===== config.mk =====
export PLATFORM = sky130hd
export DESIGN_NAME = ssef_kern
export DESIGN_NICKNAME = d
export VERILOG_FILES = /design/src/rtl/ssef_pkg.sv /design/src/rtl/ssef_kern.sv
export SDC_FILE = /design/constraint.sdc
export NUM_CORES = 1
export LEC_CHECK = 0
export CORE_ASPECT_RATIO = 1.4
export CORE_MARGIN = 10
export CORE_UTILIZATION = 25
export DETAILED_ROUTE_END_ITERATION = 10
export DONT_BUFFER_PORTS = 1
export SLEW_MARGIN = 20
export SYNTH_ARGS = -nofsm -noshare
export SYNTH_HDL_FRONTEND = slang
export SYNTH_SLANG_ARGS = --single-unit

===== constraint.sdc =====
create_clock -name vclk -period 8.85
set_clock_uncertainty 0.2 [all_clocks]
set_input_delay 1.77 -clock vclk [all_inputs]
set_output_delay 1.77 -clock vclk [all_outputs]
set_load 0.01 [all_outputs]

===== src/rtl/ssef_pkg.sv =====
package ssef_pkg;

  // One RGB pixel, red in the top byte.
  typedef struct packed {
    logic [7:0] red;
    logic [7:0] green;
    logic [7:0] blue;
  } pixel_t;

  // One window column: row above, current row, row below.
  typedef struct packed {
    pixel_t top;
    pixel_t mid;
    pixel_t bot;
  } column_t;

  // One line-store entry: both stored rows at one column.
  typedef struct packed {
    pixel_t up;
    pixel_t md;
  } line_t;

  localparam int CFG_IDX_W  = 2;
  localparam int CFG_DATA_W = 12;

  localparam logic [CFG_IDX_W-1:0] CFG_FILTER_MODE     = 2'd0;
  localparam logic [CFG_IDX_W-1:0] CFG_THRESHOLD_LEVEL = 2'd1;
  localparam logic [CFG_IDX_W-1:0] CFG_IMAGE_WIDTH     = 2'd2;
  localparam logic [CFG_IDX_W-1:0] CFG_IMAGE_HEIGHT    = 2'd3;

  localparam logic MODE_SHARPEN = 1'b0;
  localparam logic MODE_EDGE    = 1'b1;

  // Q16 luma weights, summing to 65536.
  localparam logic [23:0] GRAY_R = 24'd19595;
  localparam logic [23:0] GRAY_G = 24'd38470;
  localparam logic [23:0] GRAY_B = 24'd7471;

  localparam logic [11:0] RESET_WIDTH  = 12'd1024;
  localparam logic [11:0] RESET_HEIGHT = 12'd768;

endpackage


===== src/rtl/ssef_kern.sv =====
module ssef_kern (
  input  logic       mode,
  input  logic [7:0] thr,
  input  logic [7:0] t,
  input  logic [7:0] m,
  input  logic [7:0] b,
  input  logic [7:0] l,
  input  logic [7:0] r,
  output logic [7:0] y
);
  import ssef_pkg::*;

  logic [11:0] pos;
  logic [11:0] neg;
  logic [11:0] diff;
  logic [7:0]  clamped;

  always_comb begin
    // 4*m, plus m again in sharpen mode
    pos  = {2'b00, m, 2'b00} + ((mode == MODE_EDGE) ? 12'd0 : {4'd0, m});
    neg  = {4'd0, t} + {4'd0, b} + {4'd0, l} + {4'd0, r};
    diff = pos - neg;
    if (neg >= pos) begin
      clamped = 8'd0;
    end else if (diff > 12'd255) begin
      clamped = 8'd255;
    end else begin
      clamped = diff[7:0];
    end
    if (mode == MODE_EDGE) begin
      y = (clamped > thr) ? 8'd255 : 8'd0;
    end else begin
      y = clamped;
    end
  end

endmodule


== After elaboration in Yosys (flattened, before gate mapping) ==
Index checks and enable logic that the tools add are counted.

* Magnitude comparators: 3
* $add $sub $neg: 5
* Multiplexer cells: 5

{| class="wikitable"
|+ Operators with widths
! operator !! number
|-
| $mux 8 || 5
|-
| $add 10x8->11 || 2
|-
| $gt 12x8->1 const B || 1
|-
| $sub 11x11->12 || 1
|-
| $ge 11x11->1 || 1
|-
| $add 9x8->10 || 1
|-
| $add 8x8->9 || 1
|-
| $gt 8x8->1 || 1
|}

* Logic and storage cells: 13
* Register bits: 0
* Bits of input ports: 49

== Longest topological paths before layout ==
* Depth in word-level cells: 10
* Depth in mapped cells: 26
* Gate-level depth less buffers: 26

== Least setup slack after synthesis ==
Ideal clock, no wire load.

* Kind: input to output
* Start point: input b[1]
* End point: output y[0]
* Arrival time: 7069 ps
* Stages: 26
* Slack: -189 ps
* Data required time: 6880 ps
* Cell sequence: inv_1 fa_1 inv_1 fa_1 ha_1 fa_1 a21o_1 a21oi_1 o21bai_1 a21oi_1 xor2_1 ha_1 buf_2 a21oi_2 nor2_1 a211oi_2 a211oi_4 nor4b_1 nor2_1 ha_1 nor2b_1 o21a_1 o21ai_0 a21oi_1 o21ai_0 o21ai_1

* Longest elaborated chain between the ends: 10
* Elaborated cells on any way between the ends: 11
* Those cells by class: add/sub: 4; order compare: 3; mux: 4

{| class="wikitable"
|+ RTL lines
! item !! line !! RTL
|-
| start: declaration || ssef_kern.sv:6 || <nowiki>input logic [7:0] b,</nowiki>
|-
| $add 8x8->9 * || ssef_kern.sv:21 || <nowiki>neg = {4'd0, t} + {4'd0, b} + {4'd0, l} + {4'd0, r};</nowiki>
|-
| $add 9x8->10 * || ssef_kern.sv:21 ||
|-
| $add 10x8->11 * || ssef_kern.sv:21 ||
|-
| $sub 11x11->12 || ssef_kern.sv:22 || <nowiki>diff = pos - neg;</nowiki>
|-
| $gt 12x8->1 || ssef_kern.sv:25 || <nowiki>end else if (diff > 12'd255) begin</nowiki>
|-
| $mux 8 || ssef_kern.sv:25 ||
|-
| $mux 8 * || ssef_kern.sv:23 || <nowiki>if (neg >= pos) begin</nowiki>
|-
| $gt 8x8->1 || ssef_kern.sv:31 || <nowiki>y = (clamped > thr) ? 8'd255 : 8'd0;</nowiki>
|-
| $mux 8 || ssef_kern.sv:31 ||
|-
| $mux 8 * || ssef_kern.sv:30 || <nowiki>if (mode == MODE_EDGE) begin</nowiki>
|-
| end: declaration || ssef_kern.sv:9 || <nowiki>output logic [7:0] y</nowiki>
|}

Mark *: on every way between the ends. The rest lies on a longest branch, timed or not.

== Worst setup path in the final report ==
* Start point: input b[1]
* End point: output y[5]

The elaborated chain is that of the path after synthesis.

==> key figures <==
Outcome
  – Outcome: completed

Final layout
  – Antenna diodes: 0
  – Fill cells: 819
  – Register area: 0 um2
  – CLK BUF: 0
  – Area delta synth->final: 37.3%
  – Non-Filler Instances: 387
  – Seq cells: 0
  – Fraction of layout cells with a size suffix above 1: 0.303
  – Area of the multi-input gates: 0.00209 mm2
  – Final Net Count: 391

Yosys
  – Yosys top cell area share: 0.223
  – Synthesized instance count: 255
  – Seq/Total Area, Yosys: 0
  – Top post-synthesis cells by area: ha_1 (22%), fa_1 (18%), inv_1 (9.9%)
  – Avg Cell Area, Syn: 7.69 um2
  – Yosys warnings: 0
  – Net count after synthesis: 357
  – Syn Std Cell Area: 0.00196 mm2
  – Synth unique cells: 42
  – Count leader, synth: inv_1
  – Yosys top cell by area: ha_1
  – Top post-synthesis cells by count: inv_1 (52), ha_1 (35), nor2_1 (21), fa_1 (18)

Power
  – Worst VDD drop: 0.169 mV
  – Pwr dens: 418 mW/mm2
  – Pleak: 1.26 nW

Detailed routing
  – Vias/cell: 4.64
  – Detailed Route WL: 5360 um
  – Post-DR wirelength/cell: 13.8 um
  – Vias post-DR: 1,795
  – Antenna Nets Post-Route: 0
  – DR pass1 iterations: 4
  – # DRC: 0
  – Drt initial violations: 66

Placement
  – Hpwl dp: 4570 um
  – GPL Wtd Cong: 0.840
  – I/O Buffers: 0
  – Placed insts: 380

Die
  – # rows: 38
  – Initial core utilization: 0.255
  – Die W: 94.9 um
  – Die area: 0.0118 mm2
  – Core Area: 0.00770 mm2
  – Io pins: 57
  – Chip height: 125 um

STA
  – Max Freq: 114 MHz
  – Clock period minus worst slack: 8.76 ns
  – Worst Tran Pin Value: 0.690 ns
  – RSZ-0062 raised after global routing: yes
  – Hold Vio Cnt, Final: 0
  – Fin. max-slew vios: 0
  – Final Cycle Share: 0.990
  – Hold_ws: 3.70 ns
  – Setup-failing EPs final: 0
  – Max_slew headroom: 0.534

Global route
  – Total gr overflow: 0
  – Vias in the first global route: 1,881
  – Initial antenna violation count: 0
  – Gr usage total: 0.0852
  – First-pass GRT wire length: 8600 um
  – Pin count of the biggest net entering global routing: 11

Worst setup path
  – Crit-path max FO: 5
  – Crit. End Element: output pin
  – Slowest-stage cell, CP: fa_1
  – Worst path required time: 6.88 ns
  – Critical setup path kind: input port to output pin
  – Worst setup SP type: input port
  – Data arrival time of the worst path: 6.79 ns
  – Slowest stage delay, CP: 0.54 ns

Job
  – Max-cap violations: 0

Hold path
  – Hold Crit Class: input port to output pin
-- through the flow --
step / total power (W) / instance area (um2) / setup TNS, ns / setup WS, ns / util
finish: 0.00112 / 2690 / 0 / 0.0897 / 0.350
global route: 0.00123 / 2690 / -1.21 / -0.172 / 0.350
CTS: 0.000970 / 2480 / 0 / 0.00995 / 0.322
detailed placement: 0.000809 / 2280 / -3.11 / -0.400 / 0.296
global placement: 0.000797 / 2280 / -2.80 / -0.362 / 0.296
floorplan: 0.000557 / 1970 / 0 / 0.0603 / -
-- final timing paths --
check                 depth (start not counted)    to  startpoint  slack, ns
worst min-delay path                          2  y[7]        mode       3.70
worst max-delay path                         29  y[5]        b[1]       0.09
-- power breakdown --
part | switching [W] | total [W] | internal, W | leakage (nW)
Clock | 0 | 0 | 0 | 0
Sequential | 0 | 0 | 0 | 0
Combinational | 0.000593 | 0.00112 | 0.000531 | 1.26
Total | 0.000593 | 0.00112 | 0.000531 | 1.26
-- metal layers --
metal	part of all wire	wire length [um]	global-route usage	vias to the layer above
met5	0	0	0	-
met4	0	0	0.00442	0
met3	0.057	307	0.0163	0
met2	0.56	2990	0.164	34
met1	0.38	2050	0.0960	836
li1	-	-	-	925
-- cells in the final DEF (no fill, tap or decap), types with 6 or more instances in the layout --
master	instances
ha_1	28
inv_1	48
a21o_1	7
buf_6	7
buf_4	26
nor2_1	19
fa_1	16
nor2b_1	7
nand2_1	14
a21oi_1	9
xnor2_1	11
nand2b_1	6
a21oi_2	6
o21ai_2	9
-- what timing repair did --
item,in CTS,in global routing
gates resized for setup,34,36
setup buffers,4,4
pin swaps,20,31
setup endpoints to repair,8,8
hold buffers,0,0
-- critical path: cells and delay by family --
family	cells	cell delay, ns
and+or+nand+nor	3	0.46
xor gates and xnor gates	1	0.07
adders and majority gates	6	2.11
AOI/OAI and AO/OA	13	1.72
buffers and inverters	6	0.65
-- area by class of cell --
| cell class | instances | area share |
|---|---|---|
| timing repair buffer | 33 | 0.102 |
| multi-input combinational | 202 | 0.777 |
| tap | 100 | 0.0464 |
| inverter | 52 | 0.0752 |
-- kinds of logic (layout without fill, tap and decap cells) --
group,Yosys count,count (layout),synth area share
AO/OA/AOI/OAI,62,62,0.234
XOR/XNOR,17,17,0.0759
AND/OR/NAND/NOR,70,70,0.181
buffers and inverters,53,85,0.102
adder cells (fa/ha/maj),53,53,0.407
Note: power is estimated with default switching activity, not from simulation.
