===== config.mk =====
export PLATFORM = sky130hd
export DESIGN_NAME = ssef_cell
export DESIGN_NICKNAME = d
export VERILOG_FILES = /design/src/rtl/ssef_pkg.sv /design/src/rtl/ssef_cell.sv
export SDC_FILE = /design/constraint.sdc
export NUM_CORES = 1
export LEC_CHECK = 0
export ABC_AREA = 0
export BUFFER_PORTS_ARGS = -buffer_cell sky130_fd_sc_hd__buf_2
export CAP_MARGIN = 40
export CORE_AREA = 2 2 83 85
export DETAILED_ROUTE_END_ITERATION = 6
export DIE_AREA = 0 0 85 87
export PLACE_DENSITY = 0.76
export SETUP_SLACK_MARGIN = 0.1
export SLEW_MARGIN = 20
export SYNTH_ARGS = -nofsm -noshare
export SYNTH_HDL_FRONTEND = slang
export SYNTH_SLANG_ARGS = --single-unit
export TNS_END_PERCENT = 30

===== constraint.sdc =====
create_clock -name clk -period 1 [get_ports clk]
set_input_delay 0.05 -clock clk [delete_from_list [all_inputs] [get_ports clk]]
set_output_delay 0.05 -clock clk [all_outputs]
set_load 0.05 [all_outputs]

===== src/rtl/ssef_pkg.sv =====
package ssef_pkg;

  // One RGB pixel, red in the top byte.
  typedef struct packed {
    logic [7:0] red;
    logic [7:0] green;
    logic [7:0] blue;
  } pixel_t;

  // One window column: row above, current row, row below.
  typedef struct packed {
    pixel_t top;
    pixel_t mid;
    pixel_t bot;
  } column_t;

  // One line-store entry: both stored rows at one column.
  typedef struct packed {
    pixel_t up;
    pixel_t md;
  } line_t;

  localparam int CFG_IDX_W  = 2;
  localparam int CFG_DATA_W = 12;

  localparam logic [CFG_IDX_W-1:0] CFG_FILTER_MODE     = 2'd0;
  localparam logic [CFG_IDX_W-1:0] CFG_THRESHOLD_LEVEL = 2'd1;
  localparam logic [CFG_IDX_W-1:0] CFG_IMAGE_WIDTH     = 2'd2;
  localparam logic [CFG_IDX_W-1:0] CFG_IMAGE_HEIGHT    = 2'd3;

  localparam logic MODE_SHARPEN = 1'b0;
  localparam logic MODE_EDGE    = 1'b1;

  // Q16 luma weights, summing to 65536.
  localparam logic [23:0] GRAY_R = 24'd19595;
  localparam logic [23:0] GRAY_G = 24'd38470;
  localparam logic [23:0] GRAY_B = 24'd7471;

  localparam logic [11:0] RESET_WIDTH  = 12'd1024;
  localparam logic [11:0] RESET_HEIGHT = 12'd768;

endpackage


===== src/rtl/ssef_cell.sv =====
module ssef_cell (
  input  logic              clk,
  input  logic              rst_n,
  input  logic              shift,
  input  ssef_pkg::column_t d,
  output ssef_pkg::column_t q
);
  import ssef_pkg::*;

  column_t col_r;

  // Take the neighbor's column on every shift.
  always_ff @(posedge clk) begin
    if (!rst_n) begin
      col_r <= '0;
    end else if (shift) begin
      col_r <= d;
    end
  end

  assign q = col_r;

endmodule


; ---- Yosys cells after proc, flatten, opt, wreduce, memory -nomap -nowiden
; Index checks and enable logic that the tools add are counted.
[word_totals]
reg_bits = 72
latchBits = 0
mem_bits_rw = 0
mem_bits_ro = 0
output_inout_bits = 72
mem_count = 0
[op_classes]
add_sub_neg = 0
multipliers = 0
div = 0
order_cmp = 0
eq_ne = 0
n_shift = 0
mux = 0
bitwise = 0
reduce_logical = 0

; ---- Logic depth before layout (Yosys ltp)
; Gate-level depths: netlist (run 1).
[logic_depth]
depth_word = 0
ltp_mapped = 4

; ---- Worst setup path after synthesis (run 1)
; OpenSTA, ideal clock, no wires.
[synth_timing]
kind = register to register
startpoint = reg q[0] (netlist name)
endpoint = reg col_r, in the netlist q[0]
setup_time_ns = 0.066
arrival_time_ns = 0.838
required_ns = 0.934
setup_slack_ns = 0.097
stages_incl_launch_ff = 3
n_path_buf = 0
period_less_slack_ns = 0.903
path_cell_list = dfxtp_1 mux2i_1 nor2b_1
[synth_rtl]
columns = item, line_no
row1 = to (signal assigned), ssef_cell.sv:15  ; col_r <= '0;
row2 = to (signal assigned), ssef_cell.sv:17  ; col_r <= d;
row3 = to (decl), ssef_cell.sv:10  ; column_t col_r;

; ---- Worst setup path in the final report (run 1)
[layout_timing]
startpoint = reg col_r, in the netlist q[28]
endpoint = out q[28] in the netlist's numbering
[layout_rtl]
columns = item, line_no
row1 = to (decl), ssef_cell.sv:6  ; output ssef_pkg::column_t q
; No word-level cell between the ends.

==> results of run 1 <==
-- cell usage in the layout, fill, tap and decap left out, drive strengths merged --
master,netlist,layout
buf,8,154
mux2i,72,72
clkbuf,8,14
dfxtp,72,72
nor2b,72,72
dlygate4sd3,0,71
-- through the flow --
step	instance area (um2)	utilization, %
floorplan	2790	-
global placement	3560	54.2
detailed placement	3560	54.2
CTS	4730	72.0
global route	5000	76.2
finish	5000	76.2
-- worst max-delay path by stage --
stage / endpoint / slack (ns)
after floorplan: q[29] / 0.1
after global placement: q[25] / 0.20
after detailed placement: q[19] / 0.17
after CTS: q[36] / 0.07
after global routing: q[1] / 0.06
final: q[28] / 0.08
-- cell families (layout without fill, tap and decap cells) --
family / Yosys count / after routing / synth area share, %
multiplexers: 72 / 72 / 26.1
flip-flops: 72 / 72 / 52.2
AND/OR/NAND/NOR: 72 / 72 / 16.3
buffers and inverters: 16 / 239 / 5.35
-- area by class of cell --
class	count	area, um2	share of cell area [%]
timing repair buffer	225	2030	40.7
clock buffer	14	173	3.45
multi-input combinational	144	1170	23.4
tap	80	100	2.00
sequential	72	1530	30.5
-- routing by layer --
metal | track usage, % | wire length [um] | up-vias
li1 | - | - | 1202
met1 | 22.4 | 3250 | 1126
met2 | 37.4 | 4330 | 94
met3 | 5.31 | 457 | 13
met4 | 8.66 | 148 | 0
met5 | 0 | 0 | -
-- worst reg2reg max path, cell delays in order (launching register included) --
cell and delay, ns:
dfxtp_2 0.33, buf_4 0.13, mux2i_1 0.17, nor2b_1 0.07
-- repair_timing --
action	CTS	global route
endpoints found under the setup margin	72	72
hold buffers	71	0
hold endpoints to repair	71	0
resized for setup	114	84
setup buffers	0	3
-- power by group --
part / total [mW] / internal (mW) / switching (mW) / leakage, nW
registers: 3.21 / 3.07 / 0.134 / 0.618
clock network: 2.09 / 1.08 / 1.01 / 0.0886
logic: 1.85 / 0.868 / 0.983 / 1.65
total: 7.15 / 5.02 / 2.12 / 2.35
==> out/qor.csv, run 1 <==
stage,metric,value,unit
pwr,Leak Pwr,2.35,nW
synth,synthesized instance count,232,
synth,Mapped Avg Cell Area,11.9,um2
synth,post-synthesis sequential area ratio,52.2,%
drt,via count,2435,
placement,Placer Congestion,0.713,
timing,Worst Skew,0,ns
global_route,total gr overflow,0,
worst_hold_path,worst hold start,d[56],
drt,Iteration-0 DRC Markers,61,
clocking,Clock Pin Slew Worst Setup and Hold Paths,0.07,ns
critical_path,required time of the critical path,0.95,ns
synth,number of distinct library cells after synthesis,7,
run,Max Cap Viol,0,
synth,Async SR Flop Fraction,0,%
critical_path,CP Class,reg -> out,
die,Die H,87,um
clocking,Clock Latency Late Sink,0.33,ns
global_route,largest net degree at the start of global routing,73,
placement,Cells after DPL,447,
critical_path,largest fanout on the critical path,2,
synth,Synth Register Bits,72,
worst_hold_path,hold endpoint,q[56],
global_route,global-route wire length before repair,11900,um
run_status,status,"finished, final reports clean",
clocking,clk root buf,clkbuf_8,
die,Initial Util,42.0,%
synth,Synth warnings,0,
timing,unrepaired setup endpoints after global routing,yes,
critical_path,worst r2r src,q[36],
critical_path,CP cell instances,buf_4,
timing,post-layout min period,0.918,ns
timing,fmax,1090,MHz
timing,final setup TNS,0,ns
clocking,CTS H-tree depth,3,
synth,Mapped Nets,307,
cells_and_area,filler instances,408,
clocking,CTS max path bufs,2,
drt,wire per inst,15.3,um
drt,number of routed nets with antenna violations,0,
critical_path,Worst Path Buf+Inv,1,
synth,Post-synth EDFFs,0,
critical_path,"CP delay by family, top",flip-flops,
critical_path,"reg-to-reg slack, setup",0.19,ns
pwr,cell area power density,1430,mW/mm2
clocking,CTS tree,built,
cells_and_area,Inserted Diodes,0,
timing,worst setup margin,0.0819,ns
timing,final hold vios,0,
critical_path,r2r endpoint,q[36],
die,Core Area,0.00657,mm2
timing,Final Setup Violations,0,
die,full die area,0.00740,mm2
pwr,Power Total,7.15,mW
global_route,gr usage total,20.5,%
placement,detailed placement HPWL,3930,um
timing,Final period util,91.8,%
cells_and_area,synthesis-to-layout area growth,81.3,%
critical_path,startpoint types,register,
cells_and_area,Final Non-Filler Cells,535,
worst_hold_path,Hold Path Depth,3,
critical_path,Worst Setup SP,q[28],
synth,Area contributors post-synth,"dfxtp_1 (52%), mux2i_1 (26%), nor2b_1 (16%)",
worst_hold_path,Hold WC Path Type,in -> reg,
drt,vias per cell,4.55,
global_route,initial antenna violation count,0,
timing,"Slew Viols, Final",0,
critical_path,Slowest Stage Delay on Critical Path,0.34,ns
global_route,vias in the first global route,2471,
drt,First-pass DRT Iterations,4,
placement,pre-CTS WS,0.169,ns
clocking,total CTS buffers,9,
timing,Least-Margin Pin Slew,0.257,ns
timing,worst hold margin,0.00979,ns
cells_and_area,fraction of layout instances using a drive strength above 1,51.2,%
critical_path,"Arr. time, crit path",0.87,ns
critical_path,worst reg-to-reg path cell count,3,
timing,Max-slew headroom,82.9,%
placement,# port buffers,146,
synth,Synth top area share,52.2,%
die,Ports,147,
critical_path,crit end category,primary output,
synth,synthesized area,0.00276,mm2
die,row count,30,
synth,most used flip-flop cell after synthesis,dfxtp_1,
drt,DRC Markers,0,
die,die width,85,um
critical_path,"Slowest-stage cell, CP",dfxtp_2,
synth,"top cells by count, synth","dfxtp_1 (72), mux2i_1 (72), nor2b_1 (72)",
critical_path,Levels on crit path,1,
drt,aggregate routed wire length,8180,um
cells_and_area,Final #Nets,527,
synth,post-synth top area cell,dfxtp_1,
clocking,clk sinks,72,
cells_and_area,max FFs per register,72,
pwr,Peak VDD IR,983,uV
(Power assumes the default switching activity.)
==> run 2: changes to the inputs <==
--- a/config.mk
+++ b/config.mk
@@ -5,13 +5,13 @@
 export SDC_FILE = /design/constraint.sdc
 export NUM_CORES = 1
 export LEC_CHECK = 0
-export ABC_AREA = 0
+export ABC_AREA = 1
 export BUFFER_PORTS_ARGS = -buffer_cell sky130_fd_sc_hd__buf_2
 export CAP_MARGIN = 40
-export CORE_AREA = 2 2 83 85
+export CORE_AREA = 2 2 85 87
 export DETAILED_ROUTE_END_ITERATION = 6
-export DIE_AREA = 0 0 85 87
-export PLACE_DENSITY = 0.76
+export DIE_AREA = 0 0 87 89
+export PLACE_DENSITY = 0.77
 export SETUP_SLACK_MARGIN = 0.1
 export SLEW_MARGIN = 20
 export SYNTH_ARGS = -nofsm -noshare
==> constraint.sdc (replaced) <==
create_clock -name clk -period 1.2 [get_ports clk]
set_input_delay 0.06 -clock clk [delete_from_list [all_inputs] [get_ports clk]]
set_output_delay 0.06 -clock clk [all_outputs]
set_load 0.05 [all_outputs]
==> run 2 against run 1 <==
Clock power decreased by 24%; first-iteration DRC count is 13% higher; routed wire length decreased by 20%; combinational power shrank 28%; sequential cell count stayed put; register-to-register slack gained 0.43 ns; critical path depth unchanged; non-clock buffer count fell by 70; area after synthesis is 7.2% higher.
==> out/qor.csv, run 2 <==
stage,metric,value,unit,change
die,Die H,89,um,+2.3%
clocking,CTS H-tree depth,3,,unchanged
timing,"Slew Viols, Final",0,,unchanged
global_route,largest net degree at the start of global routing,73,,unchanged
timing,Max-slew headroom,77.8,%,-5.0 points
drt,DRC Markers,0,,unchanged
global_route,total gr overflow,0,,unchanged
cells_and_area,max FFs per register,72,,unchanged
synth,most used flip-flop cell after synthesis,dfxtp_1,,
cells_and_area,"commonest non-fill, non-tap cell in the layout",buf_2,,
die,Ports,147,,unchanged
synth,post-synthesis sequential area ratio,48.7,%,-3.5 points
critical_path,"CP delay by family, top",flip-flops,,
global_route,Most Crowded Layer GR,met2,,
drt,wire per inst,9.58,um,-37%
run,Max Cap Viol,0,,unchanged
global_route,met3 usage,5.82,%,+0.51 points
timing,Final Setup Violations,0,,unchanged
pwr,Peak VDD IR,687,uV,-30%
clocking,total CTS buffers,9,,unchanged
synth,Synth warnings,0,,unchanged
critical_path,startpoint types,register,,
critical_path,Worst Path Buf+Inv,1,,unchanged
timing,final setup TNS,0,ns,unchanged
critical_path,"Slowest-stage cell, CP",dfxtp_1,,
synth,Synth top area share,48.7,%,-3.5 points
drt,vias per cell,4.26,,-6.4%
cells_and_area,most frequent cells in the layout,"buf_2 (145), nor2_1 (144), nand2_1 (144), inv_1 (72), dfxtp_1 (72)",,
global_route,initial antenna violation count,0,,unchanged
clocking,CTS tree,built,,
synth,Area contributors post-synth,"dfxtp_1 (49%), nand2_1 (18%), nor2_1 (18%)",,
global_route,global-route wire length before repair,10300,um,-13%
critical_path,"Arr. time, crit path",0.96,ns,+0.09 ns
synth,number of distinct library cells after synthesis,7,,unchanged
clocking,clk root buf,clkbuf_8,,
clocking,hold buffers post-CTS,0,,-100%
critical_path,largest fanout on the critical path,2,,unchanged
worst_hold_path,Hold WC Path Type,in -> reg,,
timing,unrepaired setup endpoints after global routing,no,,
cells_and_area,fin util,58.0,%,-18 points
synth,synthesized area,0.00296,mm2,+7.2%
die,Initial Util,44.0,%,+2.0 points
synth,Synth Register Bits,72,,unchanged
synth,post-synth top area cell,dfxtp_1,,
critical_path,r2r endpoint,q[69],,
critical_path,CP Class,reg -> out,,
placement,Placer Congestion,0.759,,+6.5%
drt,First-pass DRT Iterations,4,,unchanged
die,die width,87,um,+2.4%
cells_and_area,Final #Nets,673,,+28%
pwr,Leak Pwr,2.43,nW,+3.2%
worst_hold_path,hold endpoint,q[16],,
critical_path,"reg-to-reg slack, setup",0.62,ns,+0.43 ns
critical_path,Slowest Stage Delay on Critical Path,0.36,ns,+0.02 ns
timing,worst hold margin,0.0158,ns,+0.00596 ns
drt,via count,2900,,+19%
placement,# port buffers,146,,unchanged
worst_hold_path,worst hold start,d[16],,
run_status,status,"finished, final reports clean",,
placement,pre-CTS WS,0.321,ns,+0.153 ns
drt,aggregate routed wire length,6530,um,-20%
clocking,CTS max path bufs,2,,unchanged
critical_path,worst reg-to-reg path cell count,2,,-1
cells_and_area,fraction of layout instances using a drive strength above 1,27.6,%,-24 points
cells_and_area,synthesis-to-layout area growth,31.7,%,
pwr,cell area power density,1420,mW/mm2,-0.43%
global_route,vias in the first global route,2455,,-0.65%
synth,synthesized instance count,456,,+97%
critical_path,crit end category,primary output,,
timing,final hold vios,0,,unchanged
critical_path,CP cell instances,buf_2,,
critical_path,required time of the critical path,1.14,ns,+0.19 ns
die,full die area,0.00774,mm2,+4.7%
critical_path,worst r2r src,q[69],,
clocking,post-cts resize count,0,,-100%
timing,Least-Margin Pin Slew,0.332,ns,+0.0754 ns
die,Core Area,0.00672,mm2,+2.3%
drt,Iteration-0 DRC Markers,69,,+13%
timing,post-layout min period,1.02,ns,
timing,Final period util,84.9,%,
timing,worst setup margin,0.182,ns,+0.0998 ns
timing,Worst Skew,0,ns,unchanged
clocking,"Setup Fix Bufs, Post-CTS",0,,unchanged
die,row count,30,,unchanged
cells_and_area,Inserted Diodes,0,,unchanged
global_route,GR Layer Usage met1,19.9,%,-2.5 points
clocking,clk sinks,72,,unchanged
clocking,Clock Pin Slew Worst Setup and Hold Paths,0.07,ns,about the same
synth,"top cells by count, synth","nand2_1 (144), nor2_1 (144), dfxtp_1 (72), inv_1 (72), buf_2 (16)",,
clocking,Clock Latency Late Sink,0.33,ns,about the same
placement,detailed placement HPWL,4760,um,+21%
synth,Mapped Avg Cell Area,6.49,um2,-45%
drt,number of routed nets with antenna violations,0,,unchanged
synth,Async SR Flop Fraction,0,%,unchanged
synth,Mapped Nets,531,,+73%
synth,Post-synth EDFFs,0,,unchanged
worst_hold_path,Hold Path Depth,5,,+2
global_route,met2 Usage GRT,28.2,%,-9.3 points
global_route,gr usage total,16.7,%,-3.7 points
timing,fmax,982,MHz,
-- run 2: cell types whose count changed after synthesis, moves of 16 or more --
cell | previous run | this run
mux2i_1 | 72 | 0
nor2b_1 | 72 | 0
nor2_1 | 0 | 144
buf_2 | 0 | 16
nand2_1 | 0 | 144
inv_1 | 0 | 72
-- run 2: metrics by stage --
step | power (mW) | instances | cell area (um2)
2_1_floorplan | 3.67 | 456 | 2960
4_1_cts | 5.63 | 681 | 3900
3_5_place_dp | 4.03 | 667 | 3740
6_report | 5.54 | 681 | 3900
5_1_grt | 5.84 | 681 | 3900
3_3_place_gp | 4.00 | 667 | 3740
-- run 2: worst max-delay path by stage --
stage / cells after the start / startpoint / slack, ns / end
after floorplan: 2 / q[69] / 0.34 / q[69]
after global placement: 5 / shift / 0.35 / q[41]
after detailed placement: 5 / shift / 0.32 / q[42]
after CTS: 1 / q[38] / 0.17 / q[38]
after global routing: 1 / q[38] / 0.13 / q[38]
final: 1 / q[46] / 0.18 / q[46]
-- run 2: kinds of logic (layout without fill, tap and decap cells) --
logic type / after synthesis / after routing / share of synthesized area [%]
buf+inv: 96 / 241 / 14.8
flops: 72 / 72 / 48.7
simple gates: 288 / 288 / 36.5
-- run 2: where the power goes --
| group | leakage [nW] | internal [mW] | switching, mW |
|---|---|---|---|
| sequential | 0.599 | 2.56 | 0.0810 |
| combinational | 1.75 | 0.374 | 0.954 |
| clock | 0.0794 | 0.784 | 0.792 |
-- run 2: metal layers --
metal | share of wire (%) | vias to the layer above | wire length (um)
li1 | - | 1561 | -
met1 | 46 | 1239 | 2990
met2 | 45 | 96 | 2970
met3 | 8.0 | 4 | 520
met4 | 0.74 | 0 | 48
met5 | 0 | - | 0
-- run 2: layout make-up --
class                      instances  area [um2]
clock buffer                      13         149
clock inverter                     1        5.00
fill                             640        2820
inverter                          72         270
multi-input combinational        288        1080
sequential                        72        1440
tap                               80         100
timing repair buffer             155         851
==> run 3: changes to the inputs <==
--- a/config.mk
+++ b/config.mk
@@ -8,10 +8,10 @@
 export ABC_AREA = 1
 export BUFFER_PORTS_ARGS = -buffer_cell sky130_fd_sc_hd__buf_2
 export CAP_MARGIN = 40
-export CORE_AREA = 2 2 85 87
+export CORE_AREA = 2 2 88 90
 export DETAILED_ROUTE_END_ITERATION = 6
-export DIE_AREA = 0 0 87 89
-export PLACE_DENSITY = 0.77
+export DIE_AREA = 0 0 90 92
+export PLACE_DENSITY = 0.75
 export SETUP_SLACK_MARGIN = 0.1
 export SLEW_MARGIN = 20
 export SYNTH_ARGS = -nofsm -noshare
==> constraint.sdc (replaced) <==
create_clock -name clk -period 0.8 [get_ports clk]
set_input_delay 0.04 -clock clk [delete_from_list [all_inputs] [get_ports clk]]
set_output_delay 0.04 -clock clk [all_outputs]
set_load 0.05 [all_outputs]
==> run 3 against run 2 <==
The run now ends with negative setup slack left; sequential power rose by 56%; critical path depth did not move; global-route usage rose by 7.1 points; first-iteration DRC count rose by 23%; combinational power rose by 120%; cell count rose by 14%; clock-buffer cell count fell by 1; final area rose by 41%; core utilization rose by 16 points; die area rose by 6.9%; non-clock buffer count rose by 73; highest routed layer unchanged.
==> out/qor.csv, run 3 (synthesis results as in run 2) <==
stage,metric,value,unit,change
run_status,status,"finished, violations left",,
critical_path,Slowest Stage Delay on Critical Path,0.36,ns,about the same
timing,final hold vios,0,,unchanged
cells_and_area,filler instances,527,,-18%
timing,Least-Margin Pin Slew,0.193,ns,-0.139 ns
clocking,Clock Pin Slew Worst Setup and Hold Paths,0.07,ns,about the same
cells_and_area,fin util,73.6,%,+16 points
drt,DRC Markers,0,,unchanged
placement,Placer Congestion,0.746,,-1.7%
clocking,Clock Latency Late Sink,0.33,ns,about the same
drt,wire per inst,13.2,um,+38%
critical_path,Worst Path Buf+Inv,1,,unchanged
timing,worst setup margin,-0.0829,ns,-0.265 ns
global_route,initial antenna violation count,0,,unchanged
critical_path,"CP delay by family, top",flip-flops,,
timing,"Slew Viols, Final",0,,unchanged
critical_path,"Slowest-stage cell, CP",dfxtp_2,,
clocking,CTS max path bufs,2,,unchanged
drt,Iteration-0 DRC Markers,85,,+23%
timing,unrepaired setup endpoints after global routing,yes,,
cells_and_area,Final #Nets,746,,+11%
clocking,total CTS buffers,9,,unchanged
cells_and_area,"commonest non-fill, non-tap cell in the layout",nand2_1,,
die,Ports,147,,unchanged
cells_and_area,fraction of layout instances using a drive strength above 1,37.7,%,+10 points
die,die width,90,um,+3.4%
cells_and_area,synthesis-to-layout area growth,85.3,%,
cells_and_area,footprint of the multi-input gates,0.00109,mm2,+1.2%
cells_and_area,max FFs per register,72,,unchanged
global_route,vias in the first global route,3463,,+41%
cells_and_area,Inserted Diodes,0,,unchanged
critical_path,required time of the critical path,0.76,ns,-0.38 ns
placement,Cells after DPL,690,,+3.4%
worst_hold_path,Hold WC Path Type,in -> reg,,
critical_path,"Arr. time, crit path",0.84,ns,-0.12 ns
timing,fmax,1130,MHz,
drt,via count,3382,,+17%
pwr,Peak VDD IR,891,uV,+30%
cells_and_area,most frequent cells in the layout,"nand2_1 (143), nor2_1 (140), buf_2 (73), dfxtp_2 (72), buf_8 (66)",,
timing,Final period util,110,%,
timing,Max-slew headroom,87.1,%,+9.2 points
clocking,CTS H-tree depth,3,,unchanged
pwr,cell area power density,1720,mW/mm2,+21%
timing,Worst Skew,0,ns,unchanged
die,Initial Util,39.7,%,-4.3 points
global_route,largest net degree at the start of global routing,49,,-33%
drt,vias per cell,4.36,,+2.5%
die,row count,32,,+6.7%
drt,First-pass DRT Iterations,4,,unchanged
worst_hold_path,worst hold start,d[7],,
critical_path,CP Class,reg -> out,,
drt,aggregate routed wire length,10200,um,+57%
drt,number of routed nets with antenna violations,0,,unchanged
critical_path,Worst Setup SP,q[28],,
critical_path,CP cell instances,buf_8,,
placement,# port buffers,146,,unchanged
clocking,clk sinks,72,,unchanged
die,Core Area,0.00745,mm2,+11%
critical_path,startpoint types,register,,
pwr,Leak Pwr,3.01,nW,+24%
cells_and_area,Final Non-Filler Cells,775,,+14%
clocking,clk root buf,clkbuf_8,,
placement,detailed placement HPWL,4880,um,+2.5%
die,full die area,0.00828,mm2,+6.9%
critical_path,largest fanout on the critical path,2,,unchanged
run_status,failing checks,negative setup slack,,
die,Die H,92,um,+3.4%
timing,Final Setup Violations,72,,+72
clocking,CTS tree,built,,
critical_path,worst r2r src,q[54],,
global_route,total gr overflow,0,,unchanged
run,Max Cap Viol,0,,unchanged
global_route,gr usage total,23.9,%,+7.1 points
critical_path,crit end category,primary output,,
global_route,global-route wire length before repair,15900,um,+55%
timing,post-layout min period,0.883,ns,
cells_and_area,register area,0.00153,mm2,+6.3%
critical_path,"reg-to-reg slack, setup",0.13,ns,-0.49 ns
-- run 3: through the flow --
step                      setup TNS [ns]  cell area [um2]  hold slack [ns]  power (mW)  worst slack (ns)
after floorplan                    -1.79             2990            0.221        5.53           -0.0352
after global placement                 0             3800            0.321        6.02            0.0968
after detailed placement               0             3800            0.334        6.06            0.0707
after CTS                          -6.20             5340          0.00687        9.32            -0.102
after global routing               -7.41             5480           0.0682        9.87            -0.118
final                              -4.86             5480           0.0296        9.44           -0.0829
-- run 3: power breakdown --
part | total (mW) | switching [mW] | leakage [nW] | internal, mW
clock network | 2.45 | 1.21 | 0.0842 | 1.24
registers | 4.13 | 0.238 | 0.619 | 3.89
logic | 2.86 | 1.58 | 2.31 | 1.28
total | 9.44 | 3.03 | 3.01 | 6.41
-- run 3: layout make-up --
class                      instances  share of cell area, %
clock buffer                      12                   2.83
clock inverter                     1                 0.0913
inverter                          72                   4.93
multi-input combinational        288                   19.9
sequential                        72                   27.9
tap                              102                   2.33
timing repair buffer             228                   41.9
-- run 3: worst paths after layout --
kind | depth (start not counted) | to
worst max-delay path | 1 | q[28]
worst min-delay path | 5 | q[7]
worst max register to register | 2 | q[54]
worst min register to register | 2 | q[26]
-- run 3: timing repair --
action / CTS / global route
setup buffers: 0 / 1
gates resized for setup: 236 / 48
hold buffers: 71 / 0
setup endpoints to repair: 72 / 89
hold endpoints to repair: 71 / 0
pin swaps: 0 / 1
-- run 3: worst reg2reg max path, delay by kind of cell, from the launching register on --
family	cells	cell delay, ns
flip-flops	1	0.33
AND/OR/NAND/NOR	2	0.24
-- run 3: layer usage --
| metal | track usage, % | share of wire (%) | vias to the layer above |
|---|---|---|---|
| met3 | 6.57 | 7.0 | 30 |
| li1 | - | - | 1709 |
| met5 | 0 | 0 | - |
| met4 | 10.8 | 3.2 | 0 |
| met1 | 23.3 | 36 | 1495 |
| met2 | 46.5 | 54 | 148 |
